### config.mk
export PLATFORM = sky130hd
export DESIGN_NAME = bus_set_six_channel_pwm_unit
export DESIGN_NICKNAME = d
export VERILOG_FILES = /design/src/design/bsspwm_pkg.sv /design/src/design/bus_set_six_channel_pwm_unit.sv /design/src/design/bsspwm_chan_bank.sv
export SDC_FILE = /design/constraint.sdc
export NUM_CORES = 1
export LEC_CHECK = 0
export ABC_AREA = 1
export ABC_CLOCK_PERIOD_IN_PS = 4100
export BUFFER_PORTS_ARGS = -buffer_cell sky130_fd_sc_hd__buf_2
export CAP_MARGIN = 30
export CORE_MARGIN = 8
export CORE_UTILIZATION = 47
export DETAILED_ROUTE_END_ITERATION = 10
export PLACE_DENSITY = 0.74
export RECOVER_POWER = 50
export SYNTH_ARGS = -nofsm -noshare
export SYNTH_HDL_FRONTEND = slang
export SYNTH_SLANG_ARGS = --single-unit
export TNS_END_PERCENT = 100
### constraint.sdc
create_clock -name clock -period 4.1 [get_ports clock]
set_input_delay 0.82 -clock clock [delete_from_list [all_inputs] [get_ports clock]]
set_output_delay 0.82 -clock clock [all_outputs]
set_load 0.01 [all_outputs]
### src/design/bsspwm_pkg.sv
`default_nettype none

package bsspwm_pkg;

   localparam int CHANNELS_DEFAULT = 6;
   localparam int LEVEL_W          = 6;
   localparam int COUNT_W          = 8;
   localparam int INDEX_W          = 3;

   localparam logic [INDEX_W-1:0] INDEX_MAX   = 3'd7;
   localparam logic [COUNT_W-1:0] START_RESET = 8'd155;
   localparam logic [COUNT_W-1:0] COUNT_TOP   = 8'hFF;

   typedef enum logic [1:0] {
      OP_TICK = 2'd0,
      OP_ADDR = 2'd1,
      OP_DATA = 2'd2,
      OP_IDLE = 2'd3
   } opcode_type;

   typedef struct packed {
      logic               load_en;
      logic               write_en;
      logic [INDEX_W-1:0] write_sel;
      logic [COUNT_W-1:0] duty;
   } chan_ctrl_type;

endpackage

`default_nettype wire

### src/design/bus_set_six_channel_pwm_unit.sv
`default_nettype none

// channel | ports        | tdata / tuser
// --------+--------------+------------------------------------------
// req     | req_t*       | tdata[7:0] data_byte, tuser[1:0] opcode
// rsp     | rsp_t*       | tdata[5:0] pwm_levels, [13:6] count_now
// csr     | csr_*        | csr_data[7:0] period_start
//
// One beat per cycle; each req beat gives one rsp beat from the rsp output register.
// Rate is set by the single rsp output register: req_tready drops only
// while a held rsp beat is stalled.
// Synchronous active-high reset: counter and index zero, compares zero,
// all channels enabled, period_start 155. csr is always ready.

module bus_set_six_channel_pwm_unit #(
   parameter int Channels = bsspwm_pkg::CHANNELS_DEFAULT
) (
   input  wire logic        clock,
   input  wire logic        reset,
   input  wire logic        req_tvalid,
   output logic             req_tready,
   input  wire logic [7:0]  req_tdata,   // [7:0] data_byte
   input  wire logic [1:0]  req_tuser,   // [1:0] opcode
   output logic             rsp_tvalid,
   input  wire logic        rsp_tready,
   output logic      [15:0] rsp_tdata,   // [5:0] pwm_levels, [13:6] count_now
   input  wire logic        csr_valid,
   output logic             csr_ready,
   input  wire logic [7:0]  csr_data     // [7:0] period_start
);
   import bsspwm_pkg::*;

   logic [COUNT_W-1:0] start_ff;
   logic [COUNT_W-1:0] start_in;
   logic [COUNT_W-1:0] count_ff;
   logic [COUNT_W-1:0] count_in;
   logic [INDEX_W-1:0] idx_ff;
   logic [INDEX_W-1:0] idx_in;
   logic               rsp_valid_ff;
   logic               rsp_valid_in;
   logic [15:0]        rsp_data_ff;
   logic [15:0]        rsp_data_in;
   logic [LEVEL_W-1:0] levels;
   logic               accept;
   opcode_type         op;
   chan_ctrl_type      ctrl;

   assign req_tready = !rsp_valid_ff || rsp_tready;
   assign accept     = req_tvalid && req_tready;
   assign op         = opcode_type'(req_tuser);
   assign csr_ready  = 1'b1;
   assign start_in   = (csr_valid && csr_ready) ? csr_data : start_ff;

   always_comb begin
      count_in       = count_ff;
      idx_in         = idx_ff;
      ctrl.load_en   = 1'b0;
      ctrl.write_en  = 1'b0;
      ctrl.write_sel = '0;
      ctrl.duty      = req_tdata;
      if (accept) begin
         unique case (op)
            OP_TICK: begin
               if (count_ff == COUNT_TOP) begin
                  count_in     = start_ff;
                  ctrl.load_en = 1'b1;
               end else begin
                  count_in = count_ff + 8'd1;
               end
            end
            OP_ADDR: begin
               idx_in = '0;
            end
            OP_DATA: begin
               if (idx_ff != INDEX_MAX) begin
                  idx_in = idx_ff + 3'd1;
               end
               if ((idx_in != '0) && (idx_in <= INDEX_W'(Channels))) begin
                  ctrl.write_en  = 1'b1;
                  ctrl.write_sel = idx_in - 3'd1;
               end
            end
            OP_IDLE: begin
            end
            default: begin
            end
         endcase
      end
   end

   bsspwm_chan_bank #(
      .Channels(Channels)
   ) u_bank (
      .clock       (clock),
      .reset       (reset),
      .ctrl        (ctrl),
      .period_start(start_ff),
      .count_next  (count_in),
      .levels      (levels)
   );

   always_comb begin
      rsp_data_in  = rsp_data_ff;
      rsp_valid_in = rsp_valid_ff;
      if (accept) begin
         rsp_data_in  = {2'b00, count_in, levels};
         rsp_valid_in = 1'b1;
      end else if (rsp_tready) begin
         rsp_valid_in = 1'b0;
      end
   end

   always_ff @(posedge clock) begin
      if (reset) begin
         start_ff     <= START_RESET;
         count_ff     <= '0;
         idx_ff       <= '0;
         rsp_valid_ff <= 1'b0;
      end else begin
         start_ff     <= start_in;
         count_ff     <= count_in;
         idx_ff       <= idx_in;
         rsp_valid_ff <= rsp_valid_in;
      end
   end

   always_ff @(posedge clock) begin
      rsp_data_ff <= rsp_data_in;
   end

   assign rsp_tvalid = rsp_valid_ff;
   assign rsp_tdata  = rsp_data_ff;

endmodule

`default_nettype wire

### src/design/bsspwm_chan_bank.sv
`default_nettype none

module bsspwm_chan_bank #(
   parameter int Channels = bsspwm_pkg::CHANNELS_DEFAULT
) (
   input  wire logic                           clock,
   input  wire logic                           reset,
   input  wire bsspwm_pkg::chan_ctrl_type      ctrl,
   input  wire logic [bsspwm_pkg::COUNT_W-1:0] period_start,
   input  wire logic [bsspwm_pkg::COUNT_W-1:0] count_next,
   output logic      [bsspwm_pkg::LEVEL_W-1:0] levels
);
   import bsspwm_pkg::*;

   logic [COUNT_W-1:0] pend_ff [Channels];
   logic [COUNT_W-1:0] pend_in [Channels];
   logic [COUNT_W-1:0] act_ff  [Channels];
   logic [COUNT_W-1:0] act_in  [Channels];
   logic [Channels-1:0] en_ff;
   logic [Channels-1:0] en_in;
   logic [Channels-1:0] chan_lvl;

   always_comb begin
      for (int i = 0; i < Channels; i++) begin
         pend_in[i] = pend_ff[i];
         act_in[i]  = act_ff[i];
         en_in[i]   = en_ff[i];
         if (ctrl.write_en && (ctrl.write_sel == INDEX_W'(i))) begin
            pend_in[i] = ctrl.duty + period_start;
            en_in[i]   = (ctrl.duty != '0);
         end
         if (ctrl.load_en) begin
            act_in[i] = pend_ff[i];
         end
         chan_lvl[i] = en_in[i] &&
                       ((count_next < act_in[i]) || (act_in[i] < period_start));
      end
   end

   always_ff @(posedge clock) begin
      if (reset) begin
         for (int i = 0; i < Channels; i++) begin
            pend_ff[i] <= '0;
            act_ff[i]  <= '0;
         end
         en_ff <= '1;
      end else begin
         for (int i = 0; i < Channels; i++) begin
            pend_ff[i] <= pend_in[i];
            act_ff[i]  <= act_in[i];
         end
         en_ff <= en_in;
      end
   end

   for (genvar j = 0; j < LEVEL_W; j++) begin : g_lvl
      if (j < Channels) begin : g_on
         assign levels[j] = chan_lvl[j];
      end else begin : g_off
         assign levels[j] = 1'b0;
      end
   end

endmodule

`default_nettype wire
==> impl_metrics.py, run 1 <==
metrics = {
    "logic_synthesis": {
        "syn_area_per_cell_sq_um": 7.39,
        "ys_types": 45,
        "synth_seq_cells": 136,
        "yosysTopAreaCellShare_pct": 31.4,
        "synth_area_leaders": "dfxtp_1 31%, ha_1 13%, nand2_1 10%, inv_1 7.7%, a21oi_1 6.1%",
        "ys_seq_area_share_pct": 36.8,
        "async_reset_ff_share_pct": 0,
        "synth_edf_count": 14,
        "synth_top_area_cell": "dfxtp_1",
        "synthesis.area_sq_mm": 0.00777,
        "yosys_warnings": 0,
        "synthFlopType": "dfxtp_1",
        "synth_cells": 1051,
    },
    "sta": {
        "worst_pin_slew_ns": 1.89,
        "rsz0062_at_grt": "no",
        "fmax_ghz": 0.279,
        "setup_viol": 0,
        "worst_slew_margin_rel_pct": -26.2,
        "hold_viol_final": 0,
        "finalCritPeriodShare_pct": 87.3,
        "finalMaxSlewViolations": 85,
        "fin_worst_skew_ns": 0.00485,
        "layout_min_cycle_time_ns": 3.58,
        "fin_setup_tns_ns": 0,
    },
    "setup_path": {
        "crit_fanout": 25,
        "crit_slowest_cell": "a21oi_1",
        "required_ns": 4.26,
        "arrival_ns": 3.74,
        "crit_path_max_incr_delay_ns": 0.90,
        "startpoint_type": "input pin",
        "path_cells": "buf_2 > inv_1 > a21oi_1 > nand4_1 > buf_4 > o21ai_0 > inv_1 > ha_1 > nand2_1 > o21bai_1 > nor2_1 > nand2_1 > nand2_1 > a21oi_2",
        "crit_path_end_kind": "register",
        "ff2ff_setup_slack_ns": 0.66,
        "crit_top_cell": "nand2_1",
        "reg2reg_from": "count_ff[0]",
        "critPathKind": "input pin to register",
        "critPathLaunch": "req_tvalid",
    },
    "cells_and_area": {
        "multi_input_area_sq_mm": 0.00407,
        "stdcell_count": 1317,
        "final_cell_mix": "216 x nand2_1, 160 x inv_1, 122 x dfxtp_1",
        "drive_above_1_share_pct": 9.48,
        "final_common_cell": "nand2_1",
        "fillers": 1604,
        "final_util_pct": 52.8,
        "n_antenna_cell": 0,
        "nNetsFinal": 1192,
        "final_area_sq_mm": 0.00864,
        "regArea_sq_mm": 0.00286,
        "area_delta_synth_final_pct": 11.1,
    },
    "flow_run": {
        "drv_cap": 1,
    },
    "power_and_ir_drop": {
        "switchingPower_w": 0.000757,
        "irDropWorstVdd_mv": 0.333,
        "clockPowerShare_pct": 47.8,
        "power.leakage_nw": 4.25,
        "swShare_pct": 24.2,
        "seqPwrFrac_pct": 44.1,
        "p_int_w": 0.00237,
        "power_density_mw_per_mm2": 363,
        "power.total_w": 0.00313,
        "combPwrFrac_pct": 8.2,
    },
    "placement": {
        "post-place-cells": 1288,
        "post_dp_cell_area_sq_mm": 0.00816,
        "gp_congestion": 0.849,
        "port_buffers": 38,
        "hpwl_microns": 14900,
    },
    "floorplan": {
        "start_util_pct": 47.5,
        "die_h_microns": 145,
        "top_level_ports": 42,
        "die_x_microns": 145,
        "rows": 47,
        "core-area_sq_mm": 0.0163,
        "die_area_sq_mm": 0.0209,
    },
    "detailed_routing": {
        "finalWirelength_microns": 20300,
        "routedWlPerCell_microns": 15.4,
        "ant_nets": 0,
        "vias": 6849,
        "drc": 0,
        "drtIter0Drc": 490,
        "avgViaCountPerCell": 5.20,
        "firstDrtPassIters": 5,
    },
    "clock_network": {
        "cts_root_buf": "clkbuf_16",
        "numCtsBuffers": 17,
        "clkTransAtPathRegs_ns": 0.05,
        "cts_tree": "done",
        "postCtsHoldBufs": 0,
        "cts_num_sinks": 136,
        "htreeDepth": 4,
        "post_cts_buffers": 0,
        "insertion_delay_ns": 0.43,
        "postCtsResizedCells": 0,
        "cts_buffer_depth": 2,
    },
    "global_routing": {
        "gr-usage-all-layers_pct": 20.4,
        "gr-total-overflow": 0,
        "grt_pass1_vias": 6453,
        "grt_pass1_wl_microns": 32500,
        "grt_max_degree": 85,
        "antenna_found_initial": 0,
    },
    "outcome": {
        "status": "finished with violations",
        "violations": "capacitance limit, slew limit",
    },
    "min_path": {
        "hold_start": "u_bank.pend_ff[0][2]",
        "hold_class": "register to register",
    },
}
-- critical path: cells and delay by family --
family / cells / cell delay, ns
AOI/OAI and AO/OA: 4 / 1.39
adders and majority gates: 1 / 0.32
buffers and inverters: 4 / 0.60
and+or+nand+nor: 5 / 0.61
-- cells in the mapped netlist, drive strengths merged (3+ instances only) --
| library cell | count |
|---|---|
| a211oi | 7 |
| a21boi | 4 |
| a21oi | 100 |
| buf | 22 |
| clkbuf | 12 |
| dfxtp | 122 |
| edfxtp | 14 |
| ha | 81 |
| inv | 163 |
| nand2 | 224 |
| nand3 | 31 |
| nor2 | 114 |
| nor3 | 4 |
| o21a | 3 |
| o21ai | 104 |
| o21bai | 6 |
| or2 | 16 |
| xnor2 | 3 |
| xor2 | 7 |
-- worst paths after layout --
kind	to	cells after the start
worst max-delay path	rsp_tdata[5]	14
worst min-delay path	u_bank.pend_ff[0][2]	2
worst max register to register	rsp_tdata[5]	16
worst min register to register	u_bank.pend_ff[0][2]	2
-- kinds of logic after synthesis --
| family | synth area share [%] |
|---|---|
| other | 0.0967 |
| XOR/XNOR | 1.13 |
| buffers and inverters | 10.5 |
| flip-flops | 36.8 |
| AO/OA/AOI/OAI | 16.5 |
| AND/OR/NAND/NOR | 21.7 |
| adder cells (fa/ha/maj) | 13.3 |
-- power groups by stage --
stage	sequential [W]	combinational (W)	clock [W]
after floorplan	0.00140	0.000159	0
after global placement	0.00141	0.000250	0
after detailed placement	0.00141	0.000257	0
after CTS	0.00138	0.000259	0.00151
after global routing	0.00138	0.000282	0.00157
final	0.00138	0.000255	0.00150
-- flip-flops by register name (all words and copies together) (netlist names) --
| signal | cells |
|---|---|
| idx_ff | 3 |
| u_bank.pend_ff | 48 |
| u_bank.act_ff | 48 |
| rsp_tdata | 14 |
| u_bank.en_ff | 6 |
| start_ff | 8 |
| count_ff | 8 |
| rsp_tvalid | 1 |
-- routing by layer --
layer  track usage [%]  part of all wire (%)  up-vias
met5                 0                     0        -
met4              8.49                   2.8        0
met3              5.15                   7.5       41
met2              32.3                    45      221
met1              26.0                    45     3136
li1                  -                     -     3451
-- final cells by class --
cell class | instances | area share [%]
inverter | 164 | 7.19
clock inverter | 2 | 0.406
tap | 220 | 3.19
timing repair buffer | 50 | 2.72
clock buffer | 27 | 6.19
multi-input combinational | 718 | 47.2
sequential | 136 | 33.1
-- stage by stage --
stage,worst slack [ns],hold WS [ns]
3_5_place_dp,0.493,0.458
4_1_cts,0.908,0.466
6_report,0.520,0.468
5_1_grt,0.353,0.484
3_3_place_gp,0.585,0.446
2_1_floorplan,0.996,0.429
No activity file was read; power rests on OpenSTA's default activity.
==> run 2: changes to the inputs <==
- ABC_AREA: 1 -> default
==> run 2 against run 1 <==
Against the previous run:
- area after synthesis is 2.6% lower
- worst setup slack better by 0.086 ns
- count of clock-buffer cells in the layout is 6 lower
- sequential power hardly changed
- the flow still finishes with violations (capacitance limit, slew limit)
- first-iteration DRC count is 11% lower
- fmax is 2.5% higher
- die area is 2.3% lower
- critical path depth is 2 lower
- cell area hardly changed
- sequential share of layout area hardly changed
- global-route usage is 0.21 points higher
==> impl_metrics.py, run 2 <==
metrics = {
    "power_and_ir_drop": {
        "switchingPower_w": 0.000832,
        "power_density_mw_per_mm2": 371,
        "clockPowerShare_pct": 48.9,
        "combPwrFrac_pct": 8.4,
        "seqPwrFrac_pct": 42.7,
        "swShare_pct": 25.9,
        "power.leakage_nw": 4.26,
        "p_int_w": 0.00237,
        "irDropWorstVdd_mv": 0.321,
    },
    "cells_and_area": {
        "final_common_cell": "dfxtp_1",
        "stdcell_count": 1115,
        "nNetsFinal": 991,
        "area_delta_synth_final_pct": 14.0,
        "final_cell_mix": "122 x dfxtp_1, 107 x nor2_1, 81 x ha_1",
        "drive_above_1_share_pct": 11.6,
        "n_antenna_cell": 0,
        "final_area_sq_mm": 0.00863,
    },
    "clock_network": {
        "cts_buffer_depth": 2,
        "cts_tree": "done",
        "cts_num_sinks": 136,
        "numCtsBuffers": 17,
        "postCtsResizedCells": 0,
        "clkTransAtPathRegs_ns": 0.06,
        "postCtsHoldBufs": 0,
        "insertion_delay_ns": 0.43,
        "cts_root_buf": "clkbuf_16",
        "post_cts_buffers": 0,
        "htreeDepth": 4,
    },
    "placement": {
        "post-place-cells": 1083,
        "post_dp_cell_area_sq_mm": 0.00806,
        "dp_slack_ns": 0.445,
        "hpwl_microns": 14200,
        "gp_congestion": 0.897,
        "port_buffers": 38,
    },
    "sta": {
        "layout_min_cycle_time_ns": 3.49,
        "hold_ws_ns": 0.455,
        "fmax_ghz": 0.286,
        "fin_setup_tns_ns": 0,
        "finalCritPeriodShare_pct": 85.2,
        "fin_worst_skew_ns": 0.0100,
        "worst_pin_slew_ns": 1.63,
        "hold_viol_final": 0,
        "finalMaxSlewViolations": 76,
        "setup_viol": 0,
        "rsz0062_at_grt": "no",
        "worst_slew_margin_rel_pct": -8.84,
        "finalWorstSetupSlack_ns": 0.606,
    },
    "detailed_routing": {
        "vias": 6263,
        "drc": 0,
        "drtIter0Drc": 438,
        "met3_length_microns": 1730,
        "finalWirelength_microns": 20600,
        "ant_nets": 0,
        "avgViaCountPerCell": 5.62,
        "routedWlPerCell_microns": 18.5,
        "met1Wirelength_microns": 8950,
        "route.met2.wl_microns": 9140,
        "firstDrtPassIters": 8,
        "top_layer": "met4",
    },
    "setup_path": {
        "crit_path_max_incr_delay_ns": 0.49,
        "crit_path_end_kind": "register",
        "path_buf_inv": 2,
        "critPathKind": "register to register",
        "startpoint_type": "register",
        "crit_slowest_cell": "dfxtp_1",
        "required_ns": 4.40,
        "cp_top_family": "simple AND/OR/NAND/NOR gates",
        "arrival_ns": 3.80,
        "path_cells": "and4_1 > and2_4 > nand2_4 > buf_12 > mux2i_1 > inv_1 > ha_1 > a21o_1 > a21oi_1 > nor2b_1 > a2111oi_0 > a22o_1",
        "crit_fanout": 18,
    },
    "flow_run": {
        "drv_cap": 1,
    },
    "logic_synthesis": {
        "synthesis.area_sq_mm": 0.00757,
        "ys_types": 78,
        "synth_commonest_cells": "122 x dfxtp_1, 107 x nor2_1, 81 x ha_1",
        "ys_seq_area_share_pct": 37.8,
        "yosys_warnings": 0,
        "async_reset_ff_share_pct": 0,
        "syn_area_per_cell_sq_um": 9.03,
        "synth_area_leaders": "dfxtp_1 32%, ha_1 13%, mux2i_1 7.8%, edfxtp_1 5.6%, nor2_1 5.3%",
        "synth_cells": 838,
        "yosysMostFrequentCell": "dfxtp_1",
        "synth_edf_count": 14,
        "yosysTopAreaCellShare_pct": 32.3,
        "synthFlopType": "dfxtp_1",
        "synth_seq_cells": 136,
        "synth_top_area_cell": "dfxtp_1",
    },
    "floorplan": {
        "rows": 46,
        "core-area_sq_mm": 0.0158,
        "die_x_microns": 143,
        "start_util_pct": 47.8,
        "die_area_sq_mm": 0.0204,
        "top_level_ports": 42,
        "die_h_microns": 143,
    },
    "global_routing": {
        "gr-usage-all-layers_pct": 20.6,
        "grt_pass1_vias": 6062,
        "gr-total-overflow": 0,
        "grt_max_degree": 76,
        "grt_pass1_wl_microns": 32300,
        "antenna_found_initial": 0,
    },
    "outcome": {
        "violations": "capacitance limit, slew limit",
        "status": "finished with violations",
    },
    "min_path": {
        "hold_class": "register to register",
    },
}
[run 2: cell count changes in the layout (fill, tap and decap cells not counted), sizes merged, moves of 17 or more]
cell and delta:
o21ai -70, buf +17, a21oi -48, inv -87, mux2i +62, nand2 -166
[run 2: cell type report]
| cell class | instances | area [sq um] |
|---|---|---|
| Clock inverter | 11 | 95.1 |
| Inverter | 71 | 267 |
| Fill cell | 1417 | 7190 |
| Timing Repair Buffer | 63 | 360 |
| Tap cell | 216 | 270 |
| Clock buffer | 21 | 526 |
| Multi-Input combinational cell | 597 | 4250 |
| Sequential cell | 136 | 2860 |
[run 2: per-stage QoR]
stage,power (W),utilization [%]
4_1_cts,0.00322,54.8
5_1_grt,0.00331,54.5
6_report,0.00321,54.5
3_3_place_gp,0.00166,50.9
3_5_place_dp,0.00167,50.9
2_1_floorplan,0.00155,-
[run 2: routing by layer]
metal | track usage (%) | vias to the layer above
li1 | - | 3061
met3 | 6.14 | 57
met2 | 32.0 | 217
met1 | 25.8 | 2928
met4 | 9.62 | 0
met5 | 0 | -
[run 2: power by group through the flow]
stage / combinational (W) / clock (W) / sequential, W
4_1_cts: 0.000269 / 0.00158 / 0.00137
5_1_grt: 0.000290 / 0.00165 / 0.00137
3_3_place_gp: 0.000264 / 0 / 0.00140
2_1_floorplan: 0.000147 / 0 / 0.00140
6_report: 0.000268 / 0.00157 / 0.00137
3_5_place_dp: 0.000266 / 0 / 0.00140
[run 2: logic make-up after synthesis]
| logic type | share of synthesized area [%] |
|---|---|
| mux | 9.12 |
| xor+xnor | 1.39 |
| compound gates | 16.1 |
| flops | 37.8 |
| buf+inv | 5.93 |
| fa+ha+maj | 13.9 |
| other cells | 0.0992 |
| simple gates | 15.6 |
[run 2: final timing paths]
check                                           start               endpoint  slack [ns]  cells after the start
worst min-delay path            u_bank.pend_ff[0][28]  u_bank.pend_ff[0][28]        0.45                      2
worst max-delay path                      count_ff[3]           rsp_tdata[3]        0.61                     12
worst max register to register            count_ff[3]           rsp_tdata[3]        0.61                     12
worst min register to register  u_bank.pend_ff[0][28]  u_bank.pend_ff[0][28]        0.45                      2
[run 2: worst min-delay path, stage by stage, from the launching register on]
cell and delay, ns:
dfxtp_1 0.31, nand2_1 0.05, a21oi_1 0.05
==> run 3: changes to the inputs <==
- CORE_UTILIZATION: 47 -> 62
- PLACE_DENSITY: 0.74 -> 0.91
- SKIP_CTS_REPAIR_TIMING: default -> 1
==> run 3 against run 2 <==
Against the previous run:
- the run still ends with capacitance limit, slew limit left
- non-clock buffer count is 5 lower
- global-route usage is 6.0 points higher
- power is 2.1% lower
- register-to-register slack worse by 0.09 ns
- clock power is 4% lower
- largest cell class unchanged
- fmax is 2.5% lower
- critical endpoint is now rsp_tdata[5]
==> impl_metrics.py, run 3 (same netlist as run 2, synthesis figures left out) <==
metrics = {
    "outcome": {
        "status": "finished with violations",
        "violations": "capacitance limit, slew limit",
    },
    "clock_network": {
        "cts_root_buf": "clkbuf_16",
        "cts_buffer_depth": 2,
        "htreeDepth": 4,
        "cts_tree": "done",
        "cts_num_sinks": 136,
        "insertion_delay_ns": 0.43,
        "numCtsBuffers": 17,
        "clkTransAtPathRegs_ns": 0.06,
    },
    "floorplan": {
        "rows": 40,
        "die_h_microns": 126,
        "die_area_sq_mm": 0.0160,
        "start_util_pct": 63.3,
        "die_x_microns": 126,
        "top_level_ports": 42,
        "core-area_sq_mm": 0.0120,
    },
    "global_routing": {
        "gr-usage-all-layers_pct": 26.7,
        "gr-total-overflow": 0,
        "grt_pass1_vias": 6539,
        "antenna_found_initial": 0,
        "grt_max_degree": 75,
        "grt_pass1_wl_microns": 33400,
    },
    "cells_and_area": {
        "nNetsFinal": 986,
        "final_area_sq_mm": 0.00846,
        "area_delta_synth_final_pct": 11.8,
        "n_antenna_cell": 0,
        "final_common_cell": "dfxtp_1",
        "final_cell_mix": "122 x dfxtp_1, 107 x nor2_1, 81 x ha_1",
        "drive_above_1_share_pct": 11.2,
    },
    "setup_path": {
        "path_buf_inv": 1,
        "cp_top_family": "compound AO/OA/AOI/OAI gates",
        "crit_fanout": 10,
        "path_cells": "ha_1 > and2_1 > nand3_1 > o21ai_0 > and2_1 > inv_1 > ha_1 > a21o_1 > a21o_1 > a21oi_1 > o21ai_0 > o21ai_1 > o41ai_1 > a21oi_1",
        "arrival_ns": 3.76,
        "startpoint_type": "register",
        "required_ns": 4.27,
        "critPathKind": "register to register",
        "crit_path_end_kind": "register",
        "crit_path_max_incr_delay_ns": 0.48,
        "crit_slowest_cell": "o21ai_0",
    },
    "sta": {
        "layout_min_cycle_time_ns": 3.58,
        "rsz0062_at_grt": "no",
        "fin_setup_tns_ns": 0,
        "finalMaxSlewViolations": 75,
        "fmax_ghz": 0.279,
        "worst_slew_margin_rel_pct": -7.17,
        "worst_pin_slew_ns": 1.61,
        "fin_worst_skew_ns": 0.00639,
        "finalCritPeriodShare_pct": 87.4,
        "hold_viol_final": 0,
        "setup_viol": 0,
    },
    "flow_run": {
        "drv_cap": 1,
    },
    "detailed_routing": {
        "vias": 6645,
        "firstDrtPassIters": 6,
        "routedWlPerCell_microns": 20.4,
        "drtIter0Drc": 688,
        "ant_nets": 0,
        "drc": 0,
        "avgViaCountPerCell": 6.38,
        "finalWirelength_microns": 21300,
    },
    "power_and_ir_drop": {
        "power_density_mw_per_mm2": 371,
        "swShare_pct": 25.3,
        "clockPowerShare_pct": 47.8,
        "irDropWorstVdd_mv": 0.361,
        "combPwrFrac_pct": 8.4,
        "power.leakage_nw": 4.22,
        "switchingPower_w": 0.000793,
        "p_int_w": 0.00235,
        "seqPwrFrac_pct": 43.8,
    },
    "min_path": {
        "hold_class": "register to register",
    },
    "placement": {
        "hpwl_microns": 14500,
        "port_buffers": 38,
        "post_dp_cell_area_sq_mm": 0.00792,
        "gp_congestion": 0.970,
    },
}
run 3: cell count changes in the layout (fill, tap and decap cells not counted), moves of 2 or more:
cell,previous run,this run
buf_4,21,17
clkinvlp_4,3,1
clkinv_4,3,1
clkinv_2,0,8
inv_6,4,0
run 3: final timing paths:
kind	from	slack [ns]	cells after the start	endpoint
worst max-delay path	count_ff[0]	0.52	14	rsp_tdata[5]
worst min-delay path	u_bank.pend_ff[0][28]	0.46	2	u_bank.pend_ff[0][28]
worst max register to register	count_ff[0]	0.52	14	rsp_tdata[5]
worst min register to register	u_bank.pend_ff[0][28]	0.46	2	u_bank.pend_ff[0][28]
run 3: cell type report:
class	count	area, sq um
Multi-Input combinational cell	597	4250
Fill cell	854	3500
Sequential cell	136	2860
Clock buffer	21	526
Timing Repair Buffer	58	310
Inverter	71	267
Tap cell	147	184
Clock inverter	11	62.6
run 3: worst register-to-register path: stages (launching register included):
cell and delay (ns):
dfxtp_1 0.41, ha_1 0.27, and2_1 0.25, nand3_1 0.40, o21ai_0 0.49, and2_1 0.26, inv_1 0.06, ha_1 0.29
a21o_1 0.12, a21o_1 0.10, a21oi_1 0.07, o21ai_0 0.07, o21ai_1 0.11, o41ai_1 0.36, a21oi_1 0.08
run 3: metrics by stage:
step | setup slack [ns] | power, W | utilization [%] | hold slack (ns) | cells
global placement | 0.474 | 0.00165 | 66.2 | 0.443 | 1008
CTS | 0.762 | 0.00313 | 71.2 | 0.462 | 1041
global route | 0.305 | 0.00322 | 70.7 | 0.487 | 1041
detailed placement | 0.409 | 0.00166 | 66.2 | 0.449 | 1009
floorplan | 0.392 | 0.00155 | - | 0.436 | 839
finish | 0.515 | 0.00314 | 70.7 | 0.460 | 1041
run 3: metal layers:
layer  global-route usage [%]  vias to the layer above  part of all wire (%)
met4                     16.0                        0                   5.6
met3                     8.71                      101                    11
met1                     30.6                     3114                    38
li1                         -                     3045                     -
met5                        0                        -                     0
met2                     42.7                      385                    46
run 3: power by group through the flow:
| stage | Clock (W) | Sequential (W) | Combinational, W |
|---|---|---|---|
| after floorplan | 0 | 0.00140 | 0.000147 |
| after global placement | 0 | 0.00140 | 0.000246 |
| after detailed placement | 0 | 0.00140 | 0.000257 |
| after CTS | 0.00150 | 0.00137 | 0.000260 |
| after global routing | 0.00156 | 0.00138 | 0.000281 |
| final | 0.00150 | 0.00138 | 0.000264 |
